## src/sv/sapg_pkg.sv

```systemverilog
// Shared types, constants and register codes of the servo angle PWM generator.
package sapg_pkg;

	localparam int DEF_DUTY_BITS  = 14;
	localparam int DEF_COUNT_BITS = 16;

	localparam int ADDR_W   = 5;
	localparam int DATA_W   = 32;
	localparam int MUL_W    = 20;
	localparam int PROD_W   = 2 * MUL_W;
	localparam int NUM_W    = 36;
	localparam int DEN_W    = 20;
	localparam int PERIOD_W = 16;

	localparam logic [2:0] REG_ANGLE_LOW  = 3'd0;
	localparam logic [2:0] REG_ANGLE_HIGH = 3'd1;
	localparam logic [2:0] REG_PULSE_LOW  = 3'd2;
	localparam logic [2:0] REG_PULSE_HIGH = 3'd3;
	localparam logic [2:0] REG_PERIOD     = 3'd4;

	localparam logic [2:0] OP_ANGLE  = 3'd0;
	localparam logic [2:0] OP_DUTY   = 3'd1;
	localparam logic [2:0] OP_PAUSE  = 3'd2;
	localparam logic [2:0] OP_RESUME = 3'd3;
	localparam logic [2:0] OP_TICK   = 3'd4;

	localparam logic signed [9:0] RST_ANGLE_LOW  = 10'sd0;
	localparam logic signed [9:0] RST_ANGLE_HIGH = 10'sd180;
	localparam logic [13:0]       RST_PULSE_LOW  = 14'd400;
	localparam logic [13:0]       RST_PULSE_HIGH = 14'd2090;
	localparam logic [15:0]       RST_PERIOD     = 16'd20000;

	typedef struct packed {
		logic signed [9:0]     angle_low;
		logic signed [9:0]     angle_high;
		logic [13:0]           pulse_low;
		logic [13:0]           pulse_high;
		logic [PERIOD_W-1:0]   period_len;
	} cfg_t;

endpackage

```

## src/sv/sapg_cfg.sv

```systemverilog
// APB-style register file holding the angle, pulse and period settings.
module sapg_cfg (
	input  logic                        clk,
	input  logic                        arst_n,
	input  logic                        psel,
	input  logic                        penable,
	input  logic                        pwrite,
	input  logic [sapg_pkg::ADDR_W-1:0] paddr,
	input  logic [sapg_pkg::DATA_W-1:0] pwdata,
	output logic [sapg_pkg::DATA_W-1:0] prdata,
	output logic                        pready,
	output sapg_pkg::cfg_t              cfg
);
	import sapg_pkg::*;

	cfg_t       cfg_q;
	logic [2:0] reg_idx;
	logic       wr_en;

	assign reg_idx = paddr[ADDR_W-1:2];
	assign pready  = 1'b1;
	assign wr_en   = psel & penable & pwrite;
	assign cfg     = cfg_q;

	always_ff @(posedge clk or negedge arst_n) begin
		if (!arst_n) begin
			cfg_q.angle_low    <= RST_ANGLE_LOW;
			cfg_q.angle_high   <= RST_ANGLE_HIGH;
			cfg_q.pulse_low    <= RST_PULSE_LOW;
			cfg_q.pulse_high   <= RST_PULSE_HIGH;
			cfg_q.period_len   <= RST_PERIOD;
		end else if (wr_en) begin
			case (reg_idx)
				REG_ANGLE_LOW:  cfg_q.angle_low    <= pwdata[9:0];
				REG_ANGLE_HIGH: cfg_q.angle_high   <= pwdata[9:0];
				REG_PULSE_LOW:  cfg_q.pulse_low    <= pwdata[13:0];
				REG_PULSE_HIGH: cfg_q.pulse_high   <= pwdata[13:0];
				REG_PERIOD:     cfg_q.period_len   <= pwdata[PERIOD_W-1:0];
				default: begin
				end
			endcase
		end
	end

	always_comb begin
		prdata = '0;
		case (reg_idx)
			REG_ANGLE_LOW:  prdata = DATA_W'(cfg_q.angle_low);
			REG_ANGLE_HIGH: prdata = DATA_W'(cfg_q.angle_high);
			REG_PULSE_LOW:  prdata = DATA_W'(cfg_q.pulse_low);
			REG_PULSE_HIGH: prdata = DATA_W'(cfg_q.pulse_high);
			REG_PERIOD:     prdata = DATA_W'(cfg_q.period_len);
			default:        prdata = '0;
		endcase
	end

endmodule

```

## src/sv/sapg_mul.sv

```systemverilog
// Shared signed multiplier with a registered product.
module sapg_mul (
	input  logic                               clk,
	input  logic signed [sapg_pkg::MUL_W-1:0]  a,
	input  logic signed [sapg_pkg::MUL_W-1:0]  b,
	output logic signed [sapg_pkg::PROD_W-1:0] prod_q
);
	import sapg_pkg::*;

	always_ff @(posedge clk) begin
		prod_q <= a * b;
	end

endmodule

```

## src/sv/sapg_div.sv

```systemverilog
// Iterative signed divider, one quotient bit per cycle, truncating toward zero.
module sapg_div (
	input  logic                              clk,
	input  logic                              arst_n,
	input  logic                              start,
	input  logic signed [sapg_pkg::NUM_W-1:0] num,
	input  logic signed [sapg_pkg::DEN_W-1:0] den,
	output logic                              done_q,
	output logic signed [sapg_pkg::NUM_W-1:0] quot
);
	import sapg_pkg::*;

	localparam int CNT_W = $clog2(NUM_W + 1);

	logic [NUM_W-1:0] a_q;
	logic [DEN_W-1:0] b_q;
	logic [DEN_W-1:0] rem_q;
	logic             neg_q;
	logic             busy_q;
	logic [CNT_W-1:0] cnt_q;
	logic [DEN_W:0]   trial;
	logic             ge;
	logic [DEN_W:0]   diff;

	assign trial = {rem_q, a_q[NUM_W-1]};
	assign ge    = trial >= {1'b0, b_q};
	assign diff  = trial - {1'b0, b_q};
	assign quot  = neg_q ? -$signed(a_q) : $signed(a_q);

	always_ff @(posedge clk or negedge arst_n) begin
		if (!arst_n) begin
			busy_q <= 1'b0;
			done_q <= 1'b0;
			cnt_q  <= '0;
		end else begin
			done_q <= 1'b0;
			if (start) begin
				busy_q <= 1'b1;
				cnt_q  <= CNT_W'(NUM_W);
			end else if (busy_q) begin
				cnt_q <= cnt_q - 1'b1;
				if (cnt_q == CNT_W'(1)) begin
					busy_q <= 1'b0;
					done_q <= 1'b1;
				end
			end
		end
	end

	// Operand magnitudes are loaded on start; the quotient builds in the numerator register.
	always_ff @(posedge clk) begin
		if (start) begin
			a_q   <= num[NUM_W-1] ? NUM_W'(-num) : NUM_W'(num);
			b_q   <= den[DEN_W-1] ? DEN_W'(-den) : DEN_W'(den);
			rem_q <= '0;
			neg_q <= num[NUM_W-1] ^ den[DEN_W-1];
		end else if (busy_q) begin
			rem_q <= ge ? diff[DEN_W-1:0] : trial[DEN_W-1:0];
			a_q   <= {a_q[NUM_W-2:0], ge};
		end
	end

endmodule

```

## src/sv/servo_angle_pwm_generator.sv

```systemverilog
// Top level of the servo angle PWM generator: sequencer, PWM state and output register.
// Each transaction takes one opcode and returns one result; in_stall stays high until the
// result has been loaded into the output register. Pause, timer tick, unknown opcodes and
// resume while running go from decode straight to the result; set duty, resume while paused
// and set angle over an equal angle range pass the clamps and, while running, the compare
// product. Set angle is dominated by the 36-bit signed divider that retires one quotient bit
// per cycle, after two products on the shared multiplier and before the clamps and, while
// running, the compare product. The next transaction can be accepted at the edge after
// out_valid rises; a result that must wait for a stalled output register adds those
// cycles. A new compare value takes effect when the period counter wraps to zero.
module servo_angle_pwm_generator #(
	parameter int DUTY_BITS  = sapg_pkg::DEF_DUTY_BITS,
	parameter int COUNT_BITS = sapg_pkg::DEF_COUNT_BITS
) (
	input  logic                        clk,
	input  logic                        arst_n,
	input  logic                        psel,
	input  logic                        penable,
	input  logic                        pwrite,
	input  logic [sapg_pkg::ADDR_W-1:0] paddr,
	input  logic [sapg_pkg::DATA_W-1:0] pwdata,
	output logic [sapg_pkg::DATA_W-1:0] prdata,
	output logic                        pready,
	input  logic                        in_valid,
	output logic                        in_stall,
	input  logic [2:0]                  opcode,
	input  logic signed [17:0]          value,
	output logic                        out_valid,
	input  logic                        out_stall,
	output logic                        pwm_level,
	output logic [15:0]                 compare_ticks,
	output logic [DUTY_BITS-1:0]        stored_duty,
	output logic                        is_paused
);
	import sapg_pkg::*;

	localparam int XW = (COUNT_BITS > PERIOD_W) ? COUNT_BITS : PERIOD_W;
	localparam logic signed [NUM_W-1:0] DUTY_MAX_N = NUM_W'((1 << DUTY_BITS) - 1);

	localparam logic [3:0] S_IDLE  = 4'd0;
	localparam logic [3:0] S_DEC   = 4'd1;
	localparam logic [3:0] S_MA    = 4'd2;
	localparam logic [3:0] S_MB    = 4'd3;
	localparam logic [3:0] S_SUM   = 4'd4;
	localparam logic [3:0] S_DIV   = 4'd5;
	localparam logic [3:0] S_CLAMP = 4'd6;
	localparam logic [3:0] S_MC    = 4'd7;
	localparam logic [3:0] S_PC    = 4'd8;
	localparam logic [3:0] S_RES   = 4'd9;

	cfg_t cfg;

	logic [3:0]              state_q;
	logic [2:0]              op_q;
	logic signed [17:0]      value_q;
	logic                    map_q;
	logic signed [NUM_W-1:0] dval_q;
	logic signed [PROD_W-1:0] acc_q;

	logic [DUTY_BITS-1:0]    last_duty_q;
	logic                    paused_q;
	logic [15:0]             pending_q;
	logic [15:0]             active_q;
	logic [COUNT_BITS-1:0]   cnt_q;

	logic                    out_valid_q;
	logic                    pwm_level_q;
	logic [15:0]             compare_q;
	logic [DUTY_BITS-1:0]    duty_out_q;
	logic                    paused_out_q;

	logic                    in_accept;
	logic                    out_free;

	logic signed [MUL_W-1:0]  mul_a;
	logic signed [MUL_W-1:0]  mul_b;
	logic signed [PROD_W-1:0] prod;

	logic signed [17:0]      al256;
	logic signed [18:0]      dx;
	logic signed [14:0]      dp;
	logic signed [14:0]      pl_s;
	logic signed [10:0]      da;
	logic signed [18:0]      den;
	logic [PERIOD_W-1:0]     eff_period;

	logic signed [NUM_W-1:0] num;
	logic                    div_start;
	logic                    div_done;
	logic signed [NUM_W-1:0] quot;

	logic signed [NUM_W-1:0] pl_n;
	logic signed [NUM_W-1:0] ph_n;
	logic signed [NUM_W-1:0] lo_cl;
	logic signed [NUM_W-1:0] hi_cl;
	logic signed [NUM_W-1:0] pre_duty;
	logic signed [NUM_W-1:0] duty_n;

	logic                    wrap;
	logic                    cnt_lt;

	sapg_cfg u_cfg (
		.clk     (clk),
		.arst_n  (arst_n),
		.psel    (psel),
		.penable (penable),
		.pwrite  (pwrite),
		.paddr   (paddr),
		.pwdata  (pwdata),
		.prdata  (prdata),
		.pready  (pready),
		.cfg     (cfg)
	);

	sapg_mul u_mul (
		.clk    (clk),
		.a      (mul_a),
		.b      (mul_b),
		.prod_q (prod)
	);

	sapg_div u_div (
		.clk    (clk),
		.arst_n (arst_n),
		.start  (div_start),
		.num    (num),
		.den    (DEN_W'(den)),
		.done_q (div_done),
		.quot   (quot)
	);

	assign in_stall  = (state_q != S_IDLE);
	assign in_accept = in_valid & ~in_stall;
	assign out_free  = ~out_valid_q | ~out_stall;

	// Operands of the linear angle map.
	assign al256      = {cfg.angle_low, 8'b0};
	assign dx         = 19'(value_q) - 19'(al256);
	assign dp         = $signed({1'b0, cfg.pulse_high}) - $signed({1'b0, cfg.pulse_low});
	assign pl_s       = $signed({1'b0, cfg.pulse_low});
	assign da         = 11'(cfg.angle_high) - 11'(cfg.angle_low);
	assign den        = {da, 8'b0};
	assign eff_period = (cfg.period_len == '0) ? PERIOD_W'(1) : cfg.period_len;

	assign num       = NUM_W'(acc_q + prod);
	assign div_start = (state_q == S_SUM);

	always_comb begin
		mul_a = '0;
		mul_b = '0;
		case (state_q)
			S_MA: begin
				mul_a = MUL_W'(dx);
				mul_b = MUL_W'(dp);
			end
			S_MB: begin
				mul_a = MUL_W'(pl_s);
				mul_b = MUL_W'(den);
			end
			S_MC: begin
				mul_a = $signed(MUL_W'({1'b0, last_duty_q}));
				mul_b = $signed(MUL_W'({1'b0, eff_period}));
			end
			default: begin
				mul_a = '0;
				mul_b = '0;
			end
		endcase
	end

	// An angle result is first held to the pulse range, lower bound first, and every duty
	// is then held to the duty range.
	assign pl_n     = $signed(NUM_W'({1'b0, cfg.pulse_low}));
	assign ph_n     = $signed(NUM_W'({1'b0, cfg.pulse_high}));
	assign lo_cl    = (dval_q < pl_n) ? pl_n : dval_q;
	assign hi_cl    = (lo_cl > ph_n) ? ph_n : lo_cl;
	assign pre_duty = map_q ? hi_cl : dval_q;
	assign duty_n   = (pre_duty < 0) ? '0 : ((pre_duty > DUTY_MAX_N) ? DUTY_MAX_N : pre_duty);

	// The counter wraps at the end of the period or when it would overflow.
	assign wrap   = (XW'(cnt_q) >= XW'(eff_period - 1'b1)) || (cnt_q == '1);
	assign cnt_lt = XW'(cnt_q) < XW'(active_q);

	always_ff @(posedge clk or negedge arst_n) begin
		if (!arst_n) begin
			state_q     <= S_IDLE;
			last_duty_q <= '0;
			paused_q    <= 1'b0;
			pending_q   <= '0;
			active_q    <= '0;
			cnt_q       <= '0;
			out_valid_q <= 1'b0;
		end else begin
			if (out_valid_q && !out_stall) begin
				out_valid_q <= 1'b0;
			end
			case (state_q)
				S_IDLE: begin
					if (in_accept) begin
						state_q <= S_DEC;
					end
				end
				S_DEC: begin
					state_q <= S_RES;
					case (op_q)
						OP_ANGLE: begin
							state_q <= (da == '0) ? S_CLAMP : S_MA;
						end
						OP_DUTY: begin
							state_q <= S_CLAMP;
						end
						OP_PAUSE: begin
							if (!paused_q) begin
								pending_q <= '0;
								paused_q  <= 1'b1;
							end
						end
						OP_RESUME: begin
							if (paused_q) begin
								paused_q <= 1'b0;
								state_q  <= S_CLAMP;
							end
						end
						OP_TICK: begin
							if (wrap) begin
								cnt_q    <= '0;
								active_q <= pending_q;
							end else begin
								cnt_q <= cnt_q + 1'b1;
							end
						end
						default: begin
						end
					endcase
				end
				S_MA:  state_q <= S_MB;
				S_MB:  state_q <= S_SUM;
				S_SUM: state_q <= S_DIV;
				S_DIV: begin
					if (div_done) begin
						state_q <= S_CLAMP;
					end
				end
				S_CLAMP: begin
					last_duty_q <= duty_n[DUTY_BITS-1:0];
					state_q     <= paused_q ? S_RES : S_MC;
				end
				S_MC: state_q <= S_PC;
				S_PC: begin
					// The duty is below 2^DUTY_BITS, so the scaled value stays below the period.
					pending_q <= prod[DUTY_BITS +: 16];
					state_q   <= S_RES;
				end
				S_RES: begin
					if (out_free) begin
						out_valid_q <= 1'b1;
						state_q     <= S_IDLE;
					end
				end
				default: state_q <= S_IDLE;
			endcase
		end
	end

	always_ff @(posedge clk) begin
		if (in_accept) begin
			op_q    <= opcode;
			value_q <= value;
		end
		case (state_q)
			S_DEC: begin
				case (op_q)
					OP_ANGLE: begin
						map_q  <= 1'b1;
						dval_q <= pl_n;
					end
					OP_DUTY: begin
						map_q  <= 1'b0;
						dval_q <= NUM_W'(value_q);
					end
					OP_RESUME: begin
						map_q  <= 1'b0;
						dval_q <= $signed(NUM_W'({1'b0, last_duty_q}));
					end
					default: begin
					end
				endcase
			end
			S_MB: acc_q <= prod;
			S_DIV: begin
				if (div_done) begin
					dval_q <= quot;
				end
			end
			S_RES: begin
				if (out_free) begin
					pwm_level_q  <= cnt_lt;
					compare_q    <= active_q;
					duty_out_q   <= last_duty_q;
					paused_out_q <= paused_q;
				end
			end
			default: begin
			end
		endcase
	end

	assign out_valid     = out_valid_q;
	assign pwm_level     = pwm_level_q;
	assign compare_ticks = compare_q;
	assign stored_duty   = duty_out_q;
	assign is_paused     = paused_out_q;

	// While paused, the compare value waiting for the next wrap must be zero.
	a_paused_zero: assert property (@(posedge clk) disable iff (!arst_n)
		paused_q |-> (pending_q == '0))
		else $error("pending compare is nonzero while paused");

	// Only one transaction is in work at a time.
	a_one_in_work: assert property (@(posedge clk) disable iff (!arst_n)
		in_accept |=> in_stall)
		else $error("input taken while a transaction is in work");

	// A result is presented only when the sequencer finishes a transaction.
	a_result_src: assert property (@(posedge clk) disable iff (!arst_n)
		$rose(out_valid_q) |-> ($past(state_q) == S_RES))
		else $error("result presented outside the result step");

endmodule

```

## config.mk

```make
export PLATFORM = sky130hd
export DESIGN_NAME = servo_angle_pwm_generator
export DESIGN_NICKNAME = d
export VERILOG_FILES = /design/src/sv/sapg_pkg.sv /design/src/sv/sapg_cfg.sv /design/src/sv/sapg_mul.sv /design/src/sv/sapg_div.sv /design/src/sv/servo_angle_pwm_generator.sv
export SDC_FILE = /design/constraint.sdc
export NUM_CORES = 2
export LEC_CHECK = 0
export CAP_MARGIN = 30
export CORE_UTILIZATION = 39
export DETAILED_ROUTE_END_ITERATION = 8
export DONT_BUFFER_PORTS = 1
export SLEW_MARGIN = 20
export SYNTH_ARGS = -nofsm -noshare
export SYNTH_HDL_FRONTEND = slang
export SYNTH_SLANG_ARGS = --single-unit
```

## constraint.sdc

```tcl
create_clock -name clk -period 18.3 [get_ports clk]
set_input_delay 3.66 -clock clk [delete_from_list [all_inputs] [get_ports clk]]
set_output_delay 3.66 -clock clk [all_outputs]
set_load 0.05 [all_outputs]
```

==> impl_results.md <==
- Sequential cell area fraction in the yosys report: 0.278
- Crit path capture type: flop
- Share of layout cells above drive strength 1: 0.0703
- Mapped Cells: between 3000 and 4000
- Largest cells by area after synthesis: fa_1 (21%), edfxtp_1 (15%), ha_1 (8.7%)
- CTS Sinks: approximately 370
- Final setup margin: roughly 7.3 ns
- Post-route setup TNS: 0 ns
- Post-synth top flop: edfxtp_1
- Initial antenna violation count: 13
- Most common cell in the netlist: inv_1
- WS Path Type: flop to flop
- Post-synth top area share: 0.214
- Worst Tran Pin Value: between 0.9 and 1 ns
- Syn_nets: 4472
- DIE HEIGHT: 304 µm
- Detailed Routing Iterations Pass 1: 6
- Pre-CTS WS: 7.42 ns
- # resized after CTS: 0
- Crit-path leading delay family: adder cells
- DP HPWL: about 82000 µm
- Peak supply drop: around 0.076 mV
- CTS max path bufs: 3
- Routability cong.: between 0.9 and 1
- Final worst path period need: 11.02 ns
- Met2 capacity usage during global routing: 0.365
- Root Driver: clkbuf_16
- PwrDens: about 110 nW/µm²
- Nets: 4413
- # hold bufs at CTS: 0
- Post-Layout Cell Count: 4930
- Die width: between 300 and 400 µm
- GR Overflow Total: 0
- Global-route wire length before repair: between 150000 and 200000 µm
- Setup Skew: ~0.023 ns
- Max cap viols: 0
- HP Class: flop to flop
- PortBufs: 0
- Row Count: 110
- CTS tree: built
- Synth area leader: fa_1
- Synth cell types: between 80 and 90
- GR Util met3: 0.0401
- Syn. warnings: 0
- Max stage delay cell, worst path: a211oi_1
- Die area: 92500 µm²
- FFs w/ async S/R, synth: 0.377
- Largest net degree at the start of global routing: 141
- Final Total Pwr: about 0.0043 W
- Final Cycle Share: 0.602
- Final wirelength: 106000 µm
- Vias/cell: approximately 5.5
- Vias in the first global route: 26772
- Top Usage Layer GRT: met2
- Slew margin rel.: 0.337
- Synth top cells by count: inv_1 (521), nand2_1 (382), fa_1 (380), nor2_1 (330), ha_1 (249)
- Post-synthesis cell area: 35600 µm²
- WP buf/inv: 6
- Number of CTS-inserted buffers: 42
- Worst reg2reg path endpoint: u_mul.prod_q[35]
- Core box area: around 90000 µm²
- Worst r2r path cells: 35
- Number of synthesized flops with an enable pin: between 150 and 200
- DRC Markers: 0
- Mapped Avg Cell Area: 9.43 µm²
- Clk pin slew, worst setup/hold paths: around 0.060 ns
- Worst r2r src: u_cfg.cfg[30]
- Worst Hold Path EP: acc_q[2]
- Final setup fails: 0
- Hold wc startpoint: u_mul.prod_q[2]
- Initial DRC Count: 2442
- Clock latency on the worst-skew pair: slightly below 0.6 ns
- Largest fanout on the critical path: 19
- Hold path cells: 0
- RSZ-0062 raised after global routing: no
- Final count of pins violating max slew: 0
- Filler instances: approximately 8800
- Data required, critical path: 18.77 ns
- F_max: 0.0907 GHz
- Slowest stage delay, CP: about 0.59 ns
- Max H-tree Level: 2
- Final hold slack: roughly 0.44 ns
- Post-CTS Setup Bufs: 0
- P&R area growth vs syn: 7.84%
- Gr usage total: 0.232
- Cell Count Post-Placement: 4850
- Leakage power: around 17 nW
- Flops & latches, synth: between 300 and 400
- Vias post-DR: between 20000 and 30000
- Status: completed
- Critical Path AT: about 11 ns
- WL/cell: 21.5 µm
- Met1 Use GR: 0.321
- Type of origin of the critical path: flop
- Starting Density: 0.395
- Final Hold Fails: 0
- Routed Antenna Nets: 0
- IO Pins: 132
- Crit path top cell by count: fa_1
- Setup slack, reg-to-reg: 7.28 ns
==> layout make-up <==
cell class                      instances  area, µm²  share of cell area
Antenna cell                            1       2.50           0.0000651
Clock buffer                           67       1280              0.0333
Clock inverter                         11        145             0.00378
Inverter                              522       1960              0.0510
Multi-Input combinational cell       2713      23100               0.602
Sequential cell                       371       9900               0.258
Tap cell                             1176       1470              0.0383
Timing Repair Buffer                   69        539              0.0140
==> power by group <==
part           switching (W)  internal, W  total, W  leakage, nW
clock               0.000359     0.000512  0.000871        0.694
sequential          0.000325      0.00116   0.00149         3.88
combinational        0.00121     0.000708   0.00192         12.6
total                0.00190      0.00238   0.00428         17.2
==> cell families after synthesis <==
group                    share of synthesized area
AO/OA/AOI/OAI                                0.131
XOR/XNOR                                    0.0496
adder cells (fa/ha/maj)                      0.301
buffers and inverters                       0.0749
flip-flops                                   0.278
multiplexers                                0.0338
other                                     0.000211
AND/OR/NAND/NOR                              0.132
==> placed cells by master (no fill, tap or decap), types with 22 or more instances in the layout <==
cell and count:
inv_1 521, nand2_1 381, fa_1 380, nor2_1 327, ha_1 249, o21ai_0 234
edfxtp_1 175, a21oi_1 146, dfrtp_1 124, xnor2_1 106, xor2_1 93, mux2_2 73
a21o_1 67, buf_4 66, dfxtp_1 56, nand3_1 47, clkbuf_16 46, nand2b_1 40
nor3_1 40, mux2i_1 38, or3_1 37, a22oi_1 29, a211oi_1 27, nand4_1 24
nor2b_1 23, o22ai_1 23, and3_1 22, a22o_1 22
==> worst reg2reg max path: cells and delay by family (launching register included) <==
family,cells,cell delay (ns)
buf+inv,6,0.64
xor+xnor,2,0.23
fa+ha+maj,10,4.48
simple gates,4,1.18
flops,1,0.57
compound gates,13,3.79
==> sequential cells by signal (all words and copies together), names as in the netlist, 3 cells and up <==
name / cells
u_mul.prod_q: 36
state_q: 4
u_cfg.cfg: 64
u_div.rem_q: 20
u_div.b_q: 12
last_duty_q: 14
u_div.cnt_q: 6
dval_q: 36
acc_q: 36
u_div.a_q: 36
op_q: 3
active_q: 16
pending_q: 16
cnt_q: 16
compare_ticks: 16
value_q: 18
stored_duty: 14
==> worst max-delay path by stage <==
stage                        from  slack [ns]  depth (start not counted)                to
floorplan                paddr[3]        7.80                          4        prdata[10]
global placement    u_cfg.cfg[30]        7.43                         31  u_mul.prod_q[35]
detailed placement  u_cfg.cfg[31]        7.42                         35  u_mul.prod_q[35]
CTS                 u_cfg.cfg[30]        7.37                         35  u_mul.prod_q[35]
global route        u_cfg.cfg[31]        6.86                         35  u_mul.prod_q[35]
finish              u_cfg.cfg[30]        7.28                         35  u_mul.prod_q[35]
==> stage by stage <==
stage,cell area [µm²],utilization
global placement,36900,0.408
finish,38400,0.425
global route,38400,0.425
detailed placement,37000,0.410
floorplan,35600,-
CTS,38400,0.425
==> per-layer routing <==
metal	vias to the layer above	wire length, µm
met5	-	45
met4	8	3680
met3	173	8240
met2	988	47800
met1	13456	46300
li1	12549	-
(Power assumes the default switching activity.)
